[config.mk]
export PLATFORM = sky130hd
export DESIGN_NAME = hashed_timer_wheel
export DESIGN_NICKNAME = d
export VERILOG_FILES = /design/src/rtl/core/htw_pkg.sv /design/src/rtl/core/hashed_timer_wheel.sv /design/src/rtl/core/htw_div.sv
export VERILOG_INCLUDE_DIRS = /design/src /design/src/rtl/core
export SDC_FILE = /design/constraint.sdc
export NUM_CORES = 2
export LEC_CHECK = 0
export BUFFER_PORTS_ARGS = -buffer_cell sky130_fd_sc_hd__buf_4
export CAP_MARGIN = 20
export CORE_ASPECT_RATIO = 1.5
export CORE_UTILIZATION = 50
export CTS_BUF_LIST = sky130_fd_sc_hd__clkbuf_2 sky130_fd_sc_hd__clkbuf_4 sky130_fd_sc_hd__clkbuf_8
export DETAILED_ROUTE_END_ITERATION = 7
export PLACE_DENSITY = 0.65
export SLEW_MARGIN = 20
export SYNTH_ARGS = -nofsm -noshare
export SYNTH_HDL_FRONTEND = slang
export SYNTH_SLANG_ARGS = --single-unit
[constraint.sdc]
create_clock -name clk -period 6.6 [get_ports clk]
set_input_delay 0.33 -clock clk [delete_from_list [all_inputs] [get_ports clk]]
set_output_delay 0.33 -clock clk [all_outputs]
set_load 0.01 [all_outputs]
[src/rtl/core/hashed_timer_wheel_defines.svh]
// Assertion macros for the timer wheel.
`ifndef HASHED_TIMER_WHEEL_DEFINES_SVH
`define HASHED_TIMER_WHEEL_DEFINES_SVH
`ifndef SYNTH
// Check a condition at every clock edge out of reset.
`define HTW_ASSERT(lbl, expr, msg) \
    lbl: assert property (@(posedge clk) disable iff (!rst_n) (expr)) else $error(msg);
// Check that a condition implies another in the same cycle.
`define HTW_ASSERT_IMP(lbl, ante, cons, msg) \
    lbl: assert property (@(posedge clk) disable iff (!rst_n) (ante) |-> (cons)) else $error(msg);
`else
`define HTW_ASSERT(lbl, expr, msg)
`define HTW_ASSERT_IMP(lbl, ante, cons, msg)
`endif
`endif

[src/rtl/core/htw_pkg.sv]
package htw_pkg;

    localparam int WHEEL_SLOTS = 16;
    localparam int SLOT_W      = $clog2(WHEEL_SLOTS);
    localparam int NUM_TIMERS  = 32;
    localparam int ID_W        = $clog2(NUM_TIMERS);
    localparam int CNT_W       = $clog2(NUM_TIMERS + 1);
    localparam int TICK_W      = 32;
    localparam int RES_W       = 16;
    localparam logic [RES_W-1:0] RES_RESET = RES_W'(1000);

    typedef enum logic [1:0] {
        CMD_TICK = 2'd0,
        CMD_ADD  = 2'd1,
        CMD_DEL  = 2'd2,
        CMD_NONE = 2'd3
    } cmd_t;

    typedef enum logic [1:0] {
        ST_OK     = 2'd0,
        ST_REJECT = 2'd1,
        ST_IGNORE = 2'd2
    } status_t;

    // One timer of the pool
    typedef struct packed {
        logic [TICK_W-1:0] rem;
        logic [ID_W-1:0]   nxt;
        logic [ID_W-1:0]   prv;
        logic [SLOT_W-1:0] slt;
    } tentry_t;

    typedef struct packed {
        logic rem;
        logic nxt;
        logic prv;
        logic slt;
    } tmask_t;

    // One slot list
    typedef struct packed {
        logic [ID_W-1:0] head;
        logic [ID_W-1:0] tail;
    } sentry_t;

    typedef struct packed {
        logic head;
        logic tail;
    } smask_t;

endpackage

[src/rtl/core/hashed_timer_wheel.sv]
// Hashed timing wheel with 16 slots over a pool of 32 timers. Each input
// transaction is a tick, an add, a delete or a no-op; each yields one result,
// except a tick that fires timers, which yields one result per fired timer
// (tlast on the final one). An add runs the 32-step divider that converts
// microseconds to ticks. The timer links and slot heads/tails live in two
// single-port-read synchronous memories accessed one entry per cycle.
module hashed_timer_wheel (
    input  logic        clk,
    input  logic        rst_n,
    input  logic        cfg_wen,
    input  logic [15:0] cfg_wdata,     // resolution_us
    input  logic        s_tvalid,
    output logic        s_tready,
    input  logic [39:0] s_tdata,       // command[1:0], timer_id[6:2], expiry_us[38:7]
    output logic        m_tvalid,
    input  logic        m_tready,
    output logic [7:0]  m_tdata,       // fired_id[4:0], status[6:5], running[7]
    output logic        m_tlast,
    output logic        m_tuser        // fired_valid
);
    import htw_pkg::*;

    `include "hashed_timer_wheel_defines.svh"

    typedef enum logic [3:0] {
        S_IDLE, S_DIV, S_PLACE, S_AP_RD, S_AP_LINK, S_AP_ENTRY,
        S_RM_RD, S_RM_SLOT, S_RM_UPD, S_RM_MID, S_RM_DONE,
        S_TK_CHK, S_TK_HEAD, S_DR_RD, S_DR_LOAD, S_EMIT
    } state_t;

    state_t              state_reg;
    cmd_t                op_reg;
    status_t             stat_reg;
    logic [ID_W-1:0]     id_reg;
    logic [TICK_W-1:0]   ticks_reg;
    logic [SLOT_W-1:0]   cur_reg;
    logic [NUM_TIMERS-1:0]  pend_reg;
    logic [WHEEL_SLOTS-1:0] ne_reg;
    logic [CNT_W-1:0]    active_reg;
    logic [RES_W-1:0]    res_reg;
    tentry_t             e_reg;
    logic [SLOT_W-1:0]   ap_slot_reg;
    logic [TICK_W-1:0]   ap_rem_reg;
    logic [ID_W-1:0]     ap_prev_reg;
    logic [ID_W-1:0]     fh_reg;
    logic [ID_W-1:0]     ft_reg;
    logic [CNT_W-1:0]    fcnt_reg;
    logic [CNT_W-1:0]    dk_reg;
    logic [ID_W-1:0]     did_reg;

    logic                ov_reg;
    logic                ofv_reg;
    logic [ID_W-1:0]     oid_reg;
    logic                olast_reg;
    status_t             ost_reg;
    logic                orun_reg;

    // Timer and slot memories
    tentry_t             tmem [NUM_TIMERS];
    sentry_t             smem [WHEEL_SLOTS];
    tentry_t             trd_reg;
    sentry_t             srd_reg;
    logic [ID_W-1:0]     t_ra;
    logic [ID_W-1:0]     t_wa;
    tentry_t             t_wd;
    tmask_t              t_wm;
    logic [SLOT_W-1:0]   s_ra;
    logic [SLOT_W-1:0]   s_wa;
    sentry_t             s_wd;
    smask_t              s_wm;

    logic                in_acc;
    cmd_t                in_cmd;
    logic [ID_W-1:0]     in_id;
    logic                div_start;
    logic                div_done;
    logic [TICK_W-1:0]   div_q;
    logic [RES_W-1:0]    div_den;
    logic                out_free;
    logic                is_head;
    logic                is_tail;

    assign in_cmd   = cmd_t'(s_tdata[1:0]);
    assign in_id    = s_tdata[6:2];
    assign s_tready = (state_reg == S_IDLE);
    assign in_acc   = s_tvalid && s_tready;
    assign out_free = !ov_reg || m_tready;
    assign is_head  = srd_reg.head == id_reg;
    assign is_tail  = srd_reg.tail == id_reg;
    assign div_start = in_acc && (in_cmd == CMD_ADD) && !pend_reg[in_id];
    assign div_den   = (res_reg == '0) ? RES_W'(1) : res_reg;

    htw_div u_div (
        .clk      (clk),
        .rst_n    (rst_n),
        .start    (div_start),
        .dividend (s_tdata[38:7]),
        .divisor  (div_den),
        .done     (div_done),
        .quotient (div_q)
    );

    // Write with field enables, read registered
    always_ff @(posedge clk)
    begin
        if (t_wm.rem) tmem[t_wa].rem <= t_wd.rem;
        if (t_wm.nxt) tmem[t_wa].nxt <= t_wd.nxt;
        if (t_wm.prv) tmem[t_wa].prv <= t_wd.prv;
        if (t_wm.slt) tmem[t_wa].slt <= t_wd.slt;
        trd_reg <= tmem[t_ra];
        if (s_wm.head) smem[s_wa].head <= s_wd.head;
        if (s_wm.tail) smem[s_wa].tail <= s_wd.tail;
        srd_reg <= smem[s_ra];
    end

    // Memory access per state
    always_comb
    begin
        t_ra = id_reg;
        t_wa = id_reg;
        t_wd = '0;
        t_wm = '0;
        s_ra = cur_reg;
        s_wa = ap_slot_reg;
        s_wd = '0;
        s_wm = '0;
        unique case (state_reg)
            S_AP_RD:
            begin
                s_ra = ap_slot_reg;
            end
            S_AP_LINK:
            begin
                s_wa = ap_slot_reg;
                s_wd.head = id_reg;
                s_wd.tail = id_reg;
                if (ne_reg[ap_slot_reg])
                begin
                    t_wa = srd_reg.tail;
                    t_wd.nxt = id_reg;
                    t_wm.nxt = 1'b1;
                    s_wm.tail = 1'b1;
                end
                else
                begin
                    s_wm = '{head: 1'b1, tail: 1'b1};
                end
            end
            S_AP_ENTRY:
            begin
                t_wa = id_reg;
                t_wd = '{rem: ap_rem_reg, nxt: id_reg, prv: ap_prev_reg, slt: ap_slot_reg};
                t_wm = '{rem: 1'b1, nxt: 1'b1, prv: 1'b1, slt: 1'b1};
            end
            S_RM_SLOT:
            begin
                s_ra = trd_reg.slt;
            end
            S_RM_UPD:
            begin
                s_wa = e_reg.slt;
                priority if (is_head && is_tail)
                begin
                    s_wm = '0;
                end
                else if (is_head)
                begin
                    s_wd.head = e_reg.nxt;
                    s_wm.head = 1'b1;
                    t_wa = e_reg.nxt;
                    t_wd.prv = e_reg.nxt;
                    t_wm.prv = 1'b1;
                end
                else if (is_tail)
                begin
                    s_wd.tail = e_reg.prv;
                    s_wm.tail = 1'b1;
                    t_wa = e_reg.prv;
                    t_wd.nxt = e_reg.prv;
                    t_wm.nxt = 1'b1;
                end
                else
                begin
                    t_wa = e_reg.prv;
                    t_wd.nxt = e_reg.nxt;
                    t_wm.nxt = 1'b1;
                end
            end
            S_RM_MID:
            begin
                t_wa = e_reg.nxt;
                t_wd.prv = e_reg.prv;
                t_wm.prv = 1'b1;
            end
            S_RM_DONE:
            begin
                // chain fired timers through their free next links
                t_wa = ft_reg;
                t_wd.nxt = id_reg;
                t_wm.nxt = (op_reg == CMD_TICK) && (e_reg.rem == '0) && (fcnt_reg != '0);
            end
            S_DR_RD, S_DR_LOAD:
            begin
                t_ra = did_reg;
            end
            default:
            begin
                t_ra = id_reg;
            end
        endcase
    end

    // Sequencer
    always_ff @(posedge clk or negedge rst_n)
    begin
        if (!rst_n)
        begin
            state_reg  <= S_IDLE;
            cur_reg    <= '0;
            pend_reg   <= '0;
            ne_reg     <= '0;
            active_reg <= '0;
            res_reg    <= RES_RESET;
            fcnt_reg   <= '0;
            ov_reg     <= 1'b0;
        end
        else
        begin
            if (cfg_wen)
                res_reg <= cfg_wdata;
            if (m_tready)
                ov_reg <= 1'b0;

            unique case (state_reg)
                S_IDLE:
                begin
                    if (in_acc)
                    begin
                        op_reg  <= in_cmd;
                        id_reg  <= in_id;
                        unique case (in_cmd)
                            CMD_TICK:
                            begin
                                cur_reg   <= cur_reg + 1'b1;
                                fcnt_reg  <= '0;
                                state_reg <= S_TK_CHK;
                            end
                            CMD_ADD:
                            begin
                                if (pend_reg[in_id])
                                begin
                                    stat_reg  <= ST_REJECT;
                                    state_reg <= S_EMIT;
                                end
                                else
                                    state_reg <= S_DIV;
                            end
                            CMD_DEL:
                            begin
                                if (!pend_reg[in_id])
                                begin
                                    stat_reg  <= ST_IGNORE;
                                    state_reg <= S_EMIT;
                                end
                                else
                                    state_reg <= S_RM_RD;
                            end
                            default:
                            begin
                                stat_reg  <= ST_OK;
                                state_reg <= S_EMIT;
                            end
                        endcase
                    end
                end
                S_DIV:
                begin
                    if (div_done)
                    begin
                        ticks_reg  <= (div_q == '0) ? TICK_W'(1) : div_q;
                        pend_reg[id_reg] <= 1'b1;
                        active_reg <= active_reg + 1'b1;
                        state_reg  <= S_PLACE;
                    end
                end
                S_PLACE:
                begin
                    // long delays park one slot behind and lose a lap
                    if (ticks_reg >= TICK_W'(WHEEL_SLOTS))
                    begin
                        ap_rem_reg  <= ticks_reg - TICK_W'(WHEEL_SLOTS - 1);
                        ap_slot_reg <= cur_reg - 1'b1;
                    end
                    else
                    begin
                        ap_rem_reg  <= '0;
                        ap_slot_reg <= cur_reg + ticks_reg[SLOT_W-1:0];
                    end
                    state_reg <= S_AP_RD;
                end
                S_AP_RD:
                begin
                    state_reg <= S_AP_LINK;
                end
                S_AP_LINK:
                begin
                    if (ne_reg[ap_slot_reg])
                        ap_prev_reg <= srd_reg.tail;
                    else
                    begin
                        ap_prev_reg <= id_reg;
                        ne_reg[ap_slot_reg] <= 1'b1;
                    end
                    state_reg <= S_AP_ENTRY;
                end
                S_AP_ENTRY:
                begin
                    stat_reg  <= ST_OK;
                    state_reg <= (op_reg == CMD_TICK) ? S_TK_CHK : S_EMIT;
                end
                S_RM_RD:
                begin
                    state_reg <= S_RM_SLOT;
                end
                S_RM_SLOT:
                begin
                    e_reg     <= trd_reg;
                    state_reg <= S_RM_UPD;
                end
                S_RM_UPD:
                begin
                    if (is_head && is_tail)
                        ne_reg[e_reg.slt] <= 1'b0;
                    state_reg <= (!is_head && !is_tail) ? S_RM_MID : S_RM_DONE;
                end
                S_RM_MID:
                begin
                    state_reg <= S_RM_DONE;
                end
                S_RM_DONE:
                begin
                    if (op_reg == CMD_TICK && e_reg.rem != '0)
                    begin
                        ticks_reg <= e_reg.rem;
                        state_reg <= S_PLACE;
                    end
                    else
                    begin
                        pend_reg[id_reg] <= 1'b0;
                        if (active_reg != '0)
                            active_reg <= active_reg - 1'b1;
                        if (op_reg == CMD_TICK)
                        begin
                            if (fcnt_reg == '0)
                                fh_reg <= id_reg;
                            ft_reg    <= id_reg;
                            fcnt_reg  <= fcnt_reg + 1'b1;
                            state_reg <= S_TK_CHK;
                        end
                        else
                        begin
                            stat_reg  <= ST_OK;
                            state_reg <= S_EMIT;
                        end
                    end
                end
                S_TK_CHK:
                begin
                    priority if (ne_reg[cur_reg])
                        state_reg <= S_TK_HEAD;
                    else if (fcnt_reg == '0)
                    begin
                        stat_reg  <= ST_OK;
                        state_reg <= S_EMIT;
                    end
                    else
                    begin
                        dk_reg    <= '0;
                        did_reg   <= fh_reg;
                        state_reg <= S_DR_RD;
                    end
                end
                S_TK_HEAD:
                begin
                    id_reg    <= srd_reg.head;
                    state_reg <= S_RM_RD;
                end
                S_DR_RD:
                begin
                    state_reg <= S_DR_LOAD;
                end
                S_DR_LOAD:
                begin
                    // hand out fired timers in walk order
                    if (out_free)
                    begin
                        ov_reg    <= 1'b1;
                        ofv_reg   <= 1'b1;
                        oid_reg   <= did_reg;
                        olast_reg <= dk_reg == CNT_W'(fcnt_reg - 1'b1);
                        ost_reg   <= ST_OK;
                        orun_reg  <= active_reg != '0;
                        if (dk_reg == CNT_W'(fcnt_reg - 1'b1))
                            state_reg <= S_IDLE;
                        else
                        begin
                            dk_reg    <= dk_reg + 1'b1;
                            did_reg   <= trd_reg.nxt;
                            state_reg <= S_DR_RD;
                        end
                    end
                end
                S_EMIT:
                begin
                    if (out_free)
                    begin
                        ov_reg    <= 1'b1;
                        ofv_reg   <= 1'b0;
                        oid_reg   <= '0;
                        olast_reg <= 1'b1;
                        ost_reg   <= stat_reg;
                        orun_reg  <= active_reg != '0;
                        state_reg <= S_IDLE;
                    end
                end
                default:
                begin
                    state_reg <= S_IDLE;
                end
            endcase
        end
    end

    assign m_tvalid = ov_reg;
    assign m_tdata  = {orun_reg, ost_reg, oid_reg};
    assign m_tlast  = olast_reg;
    assign m_tuser  = ofv_reg;

    `HTW_ASSERT(a_count_match, $countones(pend_reg) == int'(active_reg), "pending count mismatch")
    `HTW_ASSERT_IMP(a_empty_wheel, active_reg == '0, ne_reg == '0, "slot list without timers")
    `HTW_ASSERT_IMP(a_fired_ok, m_tvalid && m_tuser, m_tdata[6:5] == ST_OK, "fired with status")

endmodule

[src/rtl/core/htw_div.sv]
module htw_div (
    input  logic                        clk,
    input  logic                        rst_n,
    input  logic                        start,
    input  logic [htw_pkg::TICK_W-1:0]  dividend,
    input  logic [htw_pkg::RES_W-1:0]   divisor,
    output logic                        done,
    output logic [htw_pkg::TICK_W-1:0]  quotient
);
    import htw_pkg::*;

    localparam int STEP_W = $clog2(TICK_W + 1);

    logic [RES_W-1:0]  rem_reg;
    logic [TICK_W-1:0] quo_reg;
    logic [RES_W-1:0]  div_reg;
    logic [STEP_W-1:0] cnt_reg;
    logic              busy_reg;
    logic              done_reg;
    logic [RES_W:0]    trial;
    logic              fits;

    // Shift in one dividend bit and try the subtraction
    assign trial = {rem_reg, quo_reg[TICK_W-1]};
    assign fits  = trial >= {1'b0, div_reg};

    always_ff @(posedge clk or negedge rst_n)
    begin
        if (!rst_n)
        begin
            busy_reg <= 1'b0;
            done_reg <= 1'b0;
            cnt_reg  <= '0;
        end
        else
        begin
            done_reg <= 1'b0;
            if (start)
            begin
                busy_reg <= 1'b1;
                cnt_reg  <= '0;
            end
            else if (busy_reg)
            begin
                cnt_reg <= cnt_reg + 1'b1;
                if (cnt_reg == STEP_W'(TICK_W - 1))
                begin
                    busy_reg <= 1'b0;
                    done_reg <= 1'b1;
                end
            end
        end
    end

    // Restoring division, one quotient bit per cycle
    always_ff @(posedge clk)
    begin
        if (start)
        begin
            rem_reg <= '0;
            quo_reg <= dividend;
            div_reg <= divisor;
        end
        else if (busy_reg)
        begin
            rem_reg <= fits ? RES_W'(trial - {1'b0, div_reg}) : trial[RES_W-1:0];
            quo_reg <= {quo_reg[TICK_W-2:0], fits};
        end
    end

    assign done     = done_reg;
    assign quotient = quo_reg;

endmodule

Yosys cells after proc, flatten, opt, wreduce, memory -nomap -nowiden --
Memory sizes are Yosys's and may differ from the RTL's. A register that Yosys moved wholly into a read port is not among the register bits. Cells that the tools add are included.
Word-level totals: memory bits (writable) 1632, output and inout bits 12, register bits after elaboration 316, word-level logic and storage cells 294, memories 2
Cells by class: equality and inequality tests 40, bitwise gates (word level) 7, reduce and logical (&&, ||, !) cells 56, mux-type cells 134, $lt $le $gt $ge 10, add/subtract/negate cells 11
Memories:
- tmem | words 32, bits a word 46, rd ports 1, clocked after memory_dff 1, wr ports 1, RTL line hashed_timer_wheel.sv:59 | tentry_t tmem [NUM_TIMERS];
- smem | words 16, bits a word 10, rd ports 1, clocked after memory_dff 1, wr ports 1, RTL line hashed_timer_wheel.sv:60 | sentry_t smem [WHEEL_SLOTS];
Operator list (number):
- 2-to-1 mux 32 bit | 8
- case mux 32 bit (2 select lines) | 2
- 2-to-1 mux 5 bit | 17
- 2-to-1 mux 6 bit | 13
- zero test 32 bit | 2
- case mux 4 bit (16 select lines) | 1
- 2-to-1 mux 16 bit | 3
- 2-to-1 mux 4 bit | 11
- case mux 6 bit (2 select lines) | 3
- 2-to-1 mux 1 bit | 35
- AND 32 bit | 1
- == test 4 bit, second input constant | 8
- greater-or-equal comparator 32 x 5 -> 1 bit, second input constant | 1
- NOT 32 bit | 1
- OR 32 bit | 1
- case mux 16 bit (2 select lines) | 1
- nonzero test 32 bit | 1
- subtractor 32 x 4 -> 32 bit, second input constant | 1
- case mux 5 bit (2 select lines) | 3
- case mux 5 bit (3 select lines) | 2
- 2-to-1 mux 2 bit | 14
- != test 2 bit, second input constant | 14
- adder 6 x 1 -> 6 bit, second input constant | 4
- 2-to-1 mux 10 bit | 2
- other kinds (56) | 109

Logic depth before layout (Yosys ltp) --
word-level depth 8, mapped depth 15

Hierarchy --
From an unflattened synthesis, not the netlist that was laid out.
Second synthesis, totals: cells, all modules 5907, area, all modules 80972.7 µm²
Modules (own cells, without submodules):
- hashed_timer_wheel | cells each 5558, area an instance 77015.1 µm², sequential area each 57037.2 µm², times used 1
- htw_div | cells each 349, area an instance 3957.5 µm², sequential area each 1961.9 µm², times used 1

Worst setup path after synthesis --
OpenSTA, ideal clock, no wires.
kind register to register, start register id_reg[4], end memory tmem[0][0] in the netlist's numbering (enable), buffers on the path 2, stages on the path, launching flop included 11, slack 2185 ps, arrival time 3986 ps, required time 6171 ps, library setup time 429 ps, cell sequence edfxtp_1 xor2_1 nor3_2 and2_0 buf_2 a31oi_1 a2111oi_1 a211oi_2 or3_1 buf_4 nor2_1
Between the ends: word-level cells in the longest chain between the ends 4, elaborated cells between the ends (all ways) 7, classes of those cells eq/ne: 2; mux: 4; reduce/logical: 1
Ends and longest elaborated chain:
- start, declared | RTL line hashed_timer_wheel.sv:34 | logic [ID_W-1:0] id_reg;
- start signal, assigned | RTL line hashed_timer_wheel.sv:240 | id_reg <= in_id;
- start signal, assigned | RTL line hashed_timer_wheel.sv:385 | id_reg <= srd_reg.head;
- == test 5 bit (on tied branches) | RTL line hashed_timer_wheel.sv:88, hashed_timer_wheel.sv:89
- 2-to-1 mux 5 bit or logical AND 1 bit (tied branches) | RTL line hashed_timer_wheel.sv:166, hashed_timer_wheel.sv:162
- 2-to-1 mux 5 bit | RTL line hashed_timer_wheel.sv:162 | priority if (is_head && is_tail)
- case mux 5 bit (4 select lines) (*) | RTL line hashed_timer_wheel.sv:127 | unique case (state_reg)
- end, declared | RTL line hashed_timer_wheel.sv:59
Mark *: on every way between the ends. The rest lies on a longest branch, timed or not.

Final worst setup path --
start register state_reg[2], end memory tmem[12][39] in the netlist's numbering (enable)
Between the ends: word-level cells in the longest chain between the ends 4, elaborated cells between the ends (all ways) 9, classes of those cells eq/ne: 5; mux: 4
Ends and longest elaborated chain:
- start, declared | RTL line hashed_timer_wheel.sv:31 | state_t state_reg;
- start signal, assigned | RTL line hashed_timer_wheel.sv:319 | state_reg <= (op_reg == CMD_TICK) ? S_TK_CHK : S_EMIT;
- start signal, assigned | RTL line hashed_timer_wheel.sv:334 | state_reg <= (!is_head && !is_tail) ? S_RM_MID : S_RM_DONE;
- == test 4 x 3 -> 1 bit | RTL line hashed_timer_wheel.sv:127
- 2-to-1 mux 1 bit | RTL line hashed_timer_wheel.sv:127
- 2-to-1 mux 1 bit | RTL line hashed_timer_wheel.sv:106 | if (t_wm.rem) tmem[t_wa].rem <= t_wd.rem;
- 2-to-1 mux 1 bit (implied by the code) | RTL line hashed_timer_wheel.sv:106
Parallel ways exist; a longest one is shown, timed or not.

==> metrics.md <==
| Metric | Value |
|---|---|
| Violated checks | DRC |
| Worst EP required | 7.29 ns |
| Via density | 5.856 |
| Setup CP Type | reg2reg |
| CTS root buf | clkbuf_8 |
| DR DRC count | 12 |
| Syn Area/Cell | 17.59 µm² |
| Buffers and inverters on the worst path | 1 |
| Worst setup margin | 1.389 ns |
| Worst vdd ir | 353.9 µV |
| Clock sink count | 2004 |
| Post-synthesis cell type count | 78 |
| CTS tree | yes |
| FF-to-FF setup slack | 1.39 ns |
| Port bufs | 71 |
| Vias in the first global route | 43320 |
| Number of synthesized flops with an enable pin | 1839 |
| Post-Route Skew | 0.07205 ns |
| Critical-path cell list | nand2b_1, nor3_2, a2111oi_1, a211oi_2, nand3_1, nor2_4, buf_4 |
| Global-route wire length before repair | 276.2 mm |
| Final setup violation count | 0 |
| Max incr delay on CP | 0.93 ns |
| Synth top area cells | edfxtp_1 69%, mux4_2 12%, nand2_1 2.9%, dfrtp_1 2.7%, dfxtp_1 1.8% |
| Clk buf depth | 4 |
| Leak | 30.24 nW |
| Slowest stage cell on the critical path | nor2_4 |
| Nets | 4950 |
| H-tree levels | 5 |
| Top flop regs | tmem: 1472 flops, smem: 160 flops |
| Share of cells above drive strength 1 | 24.15% |
| Hold_buf cts | 77 |
| Core ar. | 158800 µm² |
| Dpl ws | 1.359 ns |
| Hpwl dp | 113.0 mm |
| Primary FF master, synth | edfxtp_1 |
| Inst Count DP | 6552 |
| Starting DRT DRC Count | 3774 |
| Drt wl/cell | 25.92 µm |
| Syn Inst Count | 4552 |
| Fillers | 11960 |
| TritonCTS buffer count | 305 |
| Initial Util | 50.43% |
| RSZ-0062 raised after global routing | no |
| Max-capacitance violation count | 0 |
| Overflow after GRT | 0 |
| Asr flop ratio synth | 4.641% |
| Gpl congestion | 0.8615 |
| Ys Warns | 0 |
| Postcts setup bufs | 0 |
| Hold Slack | 0.1142 ns |
| Max transition margin | 12.59% |
| CTS clk-pin slew, worst paths | 0.07 ns |
| Max-slew violations | 0 |
| Top delay family on crit path | simple AND/OR/NAND/NOR gates |
| Final hold viol count | 0 |
| Die footprint | 161800 µm² |
| Final period util | 78.95% |
| Largest net degree at the start of global routing | 92 |
| Non-Filler Instances | 7161 |
| Setup TNS | 0 ns |
| WL final | 185.6 mm |
| Setup crit start kind | register |
| Measured slew at the worst slew-check pin | 1.299 ns |
| IO Pins | 73 |
| DRT antenna net count | 0 |
| Clk Latency, worst-skew pair | 1.02 ns |
| CP max FO | 21 |
| Gr usage total | 23.25% |
| Top reg by flops | tmem |
| Layout area overhead | 12.84% |
| DR pass1 iterations | 8 |
| Post-Syn Area | 80080 µm² |
| Register area share after synthesis | 73.67% |
| DR vias | 41940 |
| PostCTS Resize Cnt | 0 |
| Synthesized Nets | 4646 |
| Die height | 492.1 µm |
| Initial antenna violation count | 6 |
| Power per cell area | 389.2 nW/µm² |
| Synth area leader | edfxtp_1 |
| Hold crit path type | in2reg |
| Die span in x | 328.8 µm |
| #FFs+latches synth | 2004 |
| Rows | 179 |
| Fmax | 0.1919 GHz |
| Post-synth top area share | 68.96% |
| Crit path DAT | 5.90 ns |
| Outcome | complete, but fails checks |
| Overall power | 0.03517 W |
| Largest register FFs | 1472 |
| Tmin final | 5.211 ns |
| Critical path capture point type | register |
## worst reg2reg max path, cell delays in order, from the launching register on
cell       delay, ns
dfrtp_1         0.59
nand2b_1        0.43
nor3_2          0.85
a2111oi_1       0.22
a211oi_2        0.64
nand3_1         0.78
nor2_4          0.94
buf_4           0.43
## path summary, 6_finish.rpt
| path | startpoint | endpoint | cells past startpoint |
|---|---|---|---|
| worst min register to register | trd_reg[17] | e_reg[17] | 0 |
| worst max-delay path | state_reg[2] | tmem[12][39] | 7 |
| min in group asynchronous | rst_n | state_reg[0] | 4 |
| worst min-delay path | s_tdata[20] | u_div.quotient[13] | 4 |
| max in group asynchronous | rst_n | asynchronous set/reset pin | 4 |
| worst max register to register | state_reg[2] | tmem[12][39] | 7 |
## report_power, final
part	leakage, nW	switching (W)	internal (W)	total, W
registers	18.6	0.000685	0.0154	0.0161
logic	8.47	0.00552	0.00352	0.00903
clock network	3.14	0.00462	0.00542	0.0100
## per-stage QoR
step,utilization (%),instance area (µm²)
finish,56.91,90370
global route,56.91,90360
CTS,56.87,90300
detailed placement,52.66,83620
global placement,52.64,83580
floorplan,-,80080
## area by class of cell
cell class / count / area [µm²] / area share (%)
Antenna cell: 4 / 10.01 / 0.01108
Clock buffer: 421 / 5175 / 5.727
Clock inverter: 106 / 724.4 / 0.8017
Inverter: 41 / 153.9 / 0.1703
Multi-Input combinational cell: 2255 / 20240 / 22.40
Sequential cell: 2004 / 59000 / 65.29
Tap cell: 2081 / 2604 / 2.881
Timing Repair Buffer: 249 / 2457 / 2.719
## per-layer routing
layer | vias to the layer above | wire length, µm | GRT usage, %
met5 | - | 0 | 0
met4 | 0 | 6274 | 8.771
met3 | 355 | 10850 | 3.692
met2 | 1417 | 97670 | 40.53
met1 | 21710 | 70840 | 29.15
li1 | 18460 | - | -
## placed cells by master (no fill, tap or decap), types with 8 or more instances in the layout
cell type      instances
dfxtp_1               72
nand2_1              609
nand3_1              131
o21ai_0              118
dfrtp_1               87
clkinv_2              35
and2_1                30
and3_1                54
nand2_2                9
clkbuf_8             322
mux2_2                44
ha_1                  30
and2_2                19
a31oi_1                8
nor3_1                24
mux4_2               426
a21oi_1               60
a21o_1                 8
nor2b_1               20
nor4_1                34
o21a_1                 8
bufinv_16              9
a32oi_1               46
inv_1                 37
xnor2_1               48
edfxtp_1            1839
mux2i_1               82
nor2_1               203
buf_4                141
clkbuf_4              99
nor2_4                35
or3_1                 14
xor2_1                28
o31ai_1               32
nand2b_1              16
nand4_1               11
buf_12                29
clkinv_1              54
dlygate4sd3_1         76
## cells in the mapped netlist, types with 49 or more instances
| library cell | number |
|---|---|
| edfxtp_1 | 1839 |
| nand2_1 | 615 |
| mux4_2 | 426 |
| nor2_1 | 238 |
| nand3_1 | 131 |
| clkbuf_1 | 128 |
| o21ai_0 | 123 |
| dfrtp_1 | 87 |
| buf_2 | 86 |
| mux2i_1 | 84 |
| dfxtp_1 | 72 |
| a21oi_1 | 65 |
| and3_1 | 55 |
| and2_1 | 49 |
## cell families (layout without fill, tap and decap cells)
| kind of cell | count (synthesis) | after routing | share of synthesized area (%) |
|---|---|---|---|
| compound gates | 349 | 349 | 2.825 |
| xor+xnor | 76 | 76 | 0.8312 |
| fa+ha+maj | 33 | 33 | 0.5437 |
| buf+inv | 293 | 817 | 1.573 |
| flops | 2004 | 2004 | 73.67 |
| mux | 558 | 558 | 13.73 |
| other cells | 0 | 4 | 0 |
| simple gates | 1239 | 1239 | 6.823 |
(Power assumes the default switching activity.)
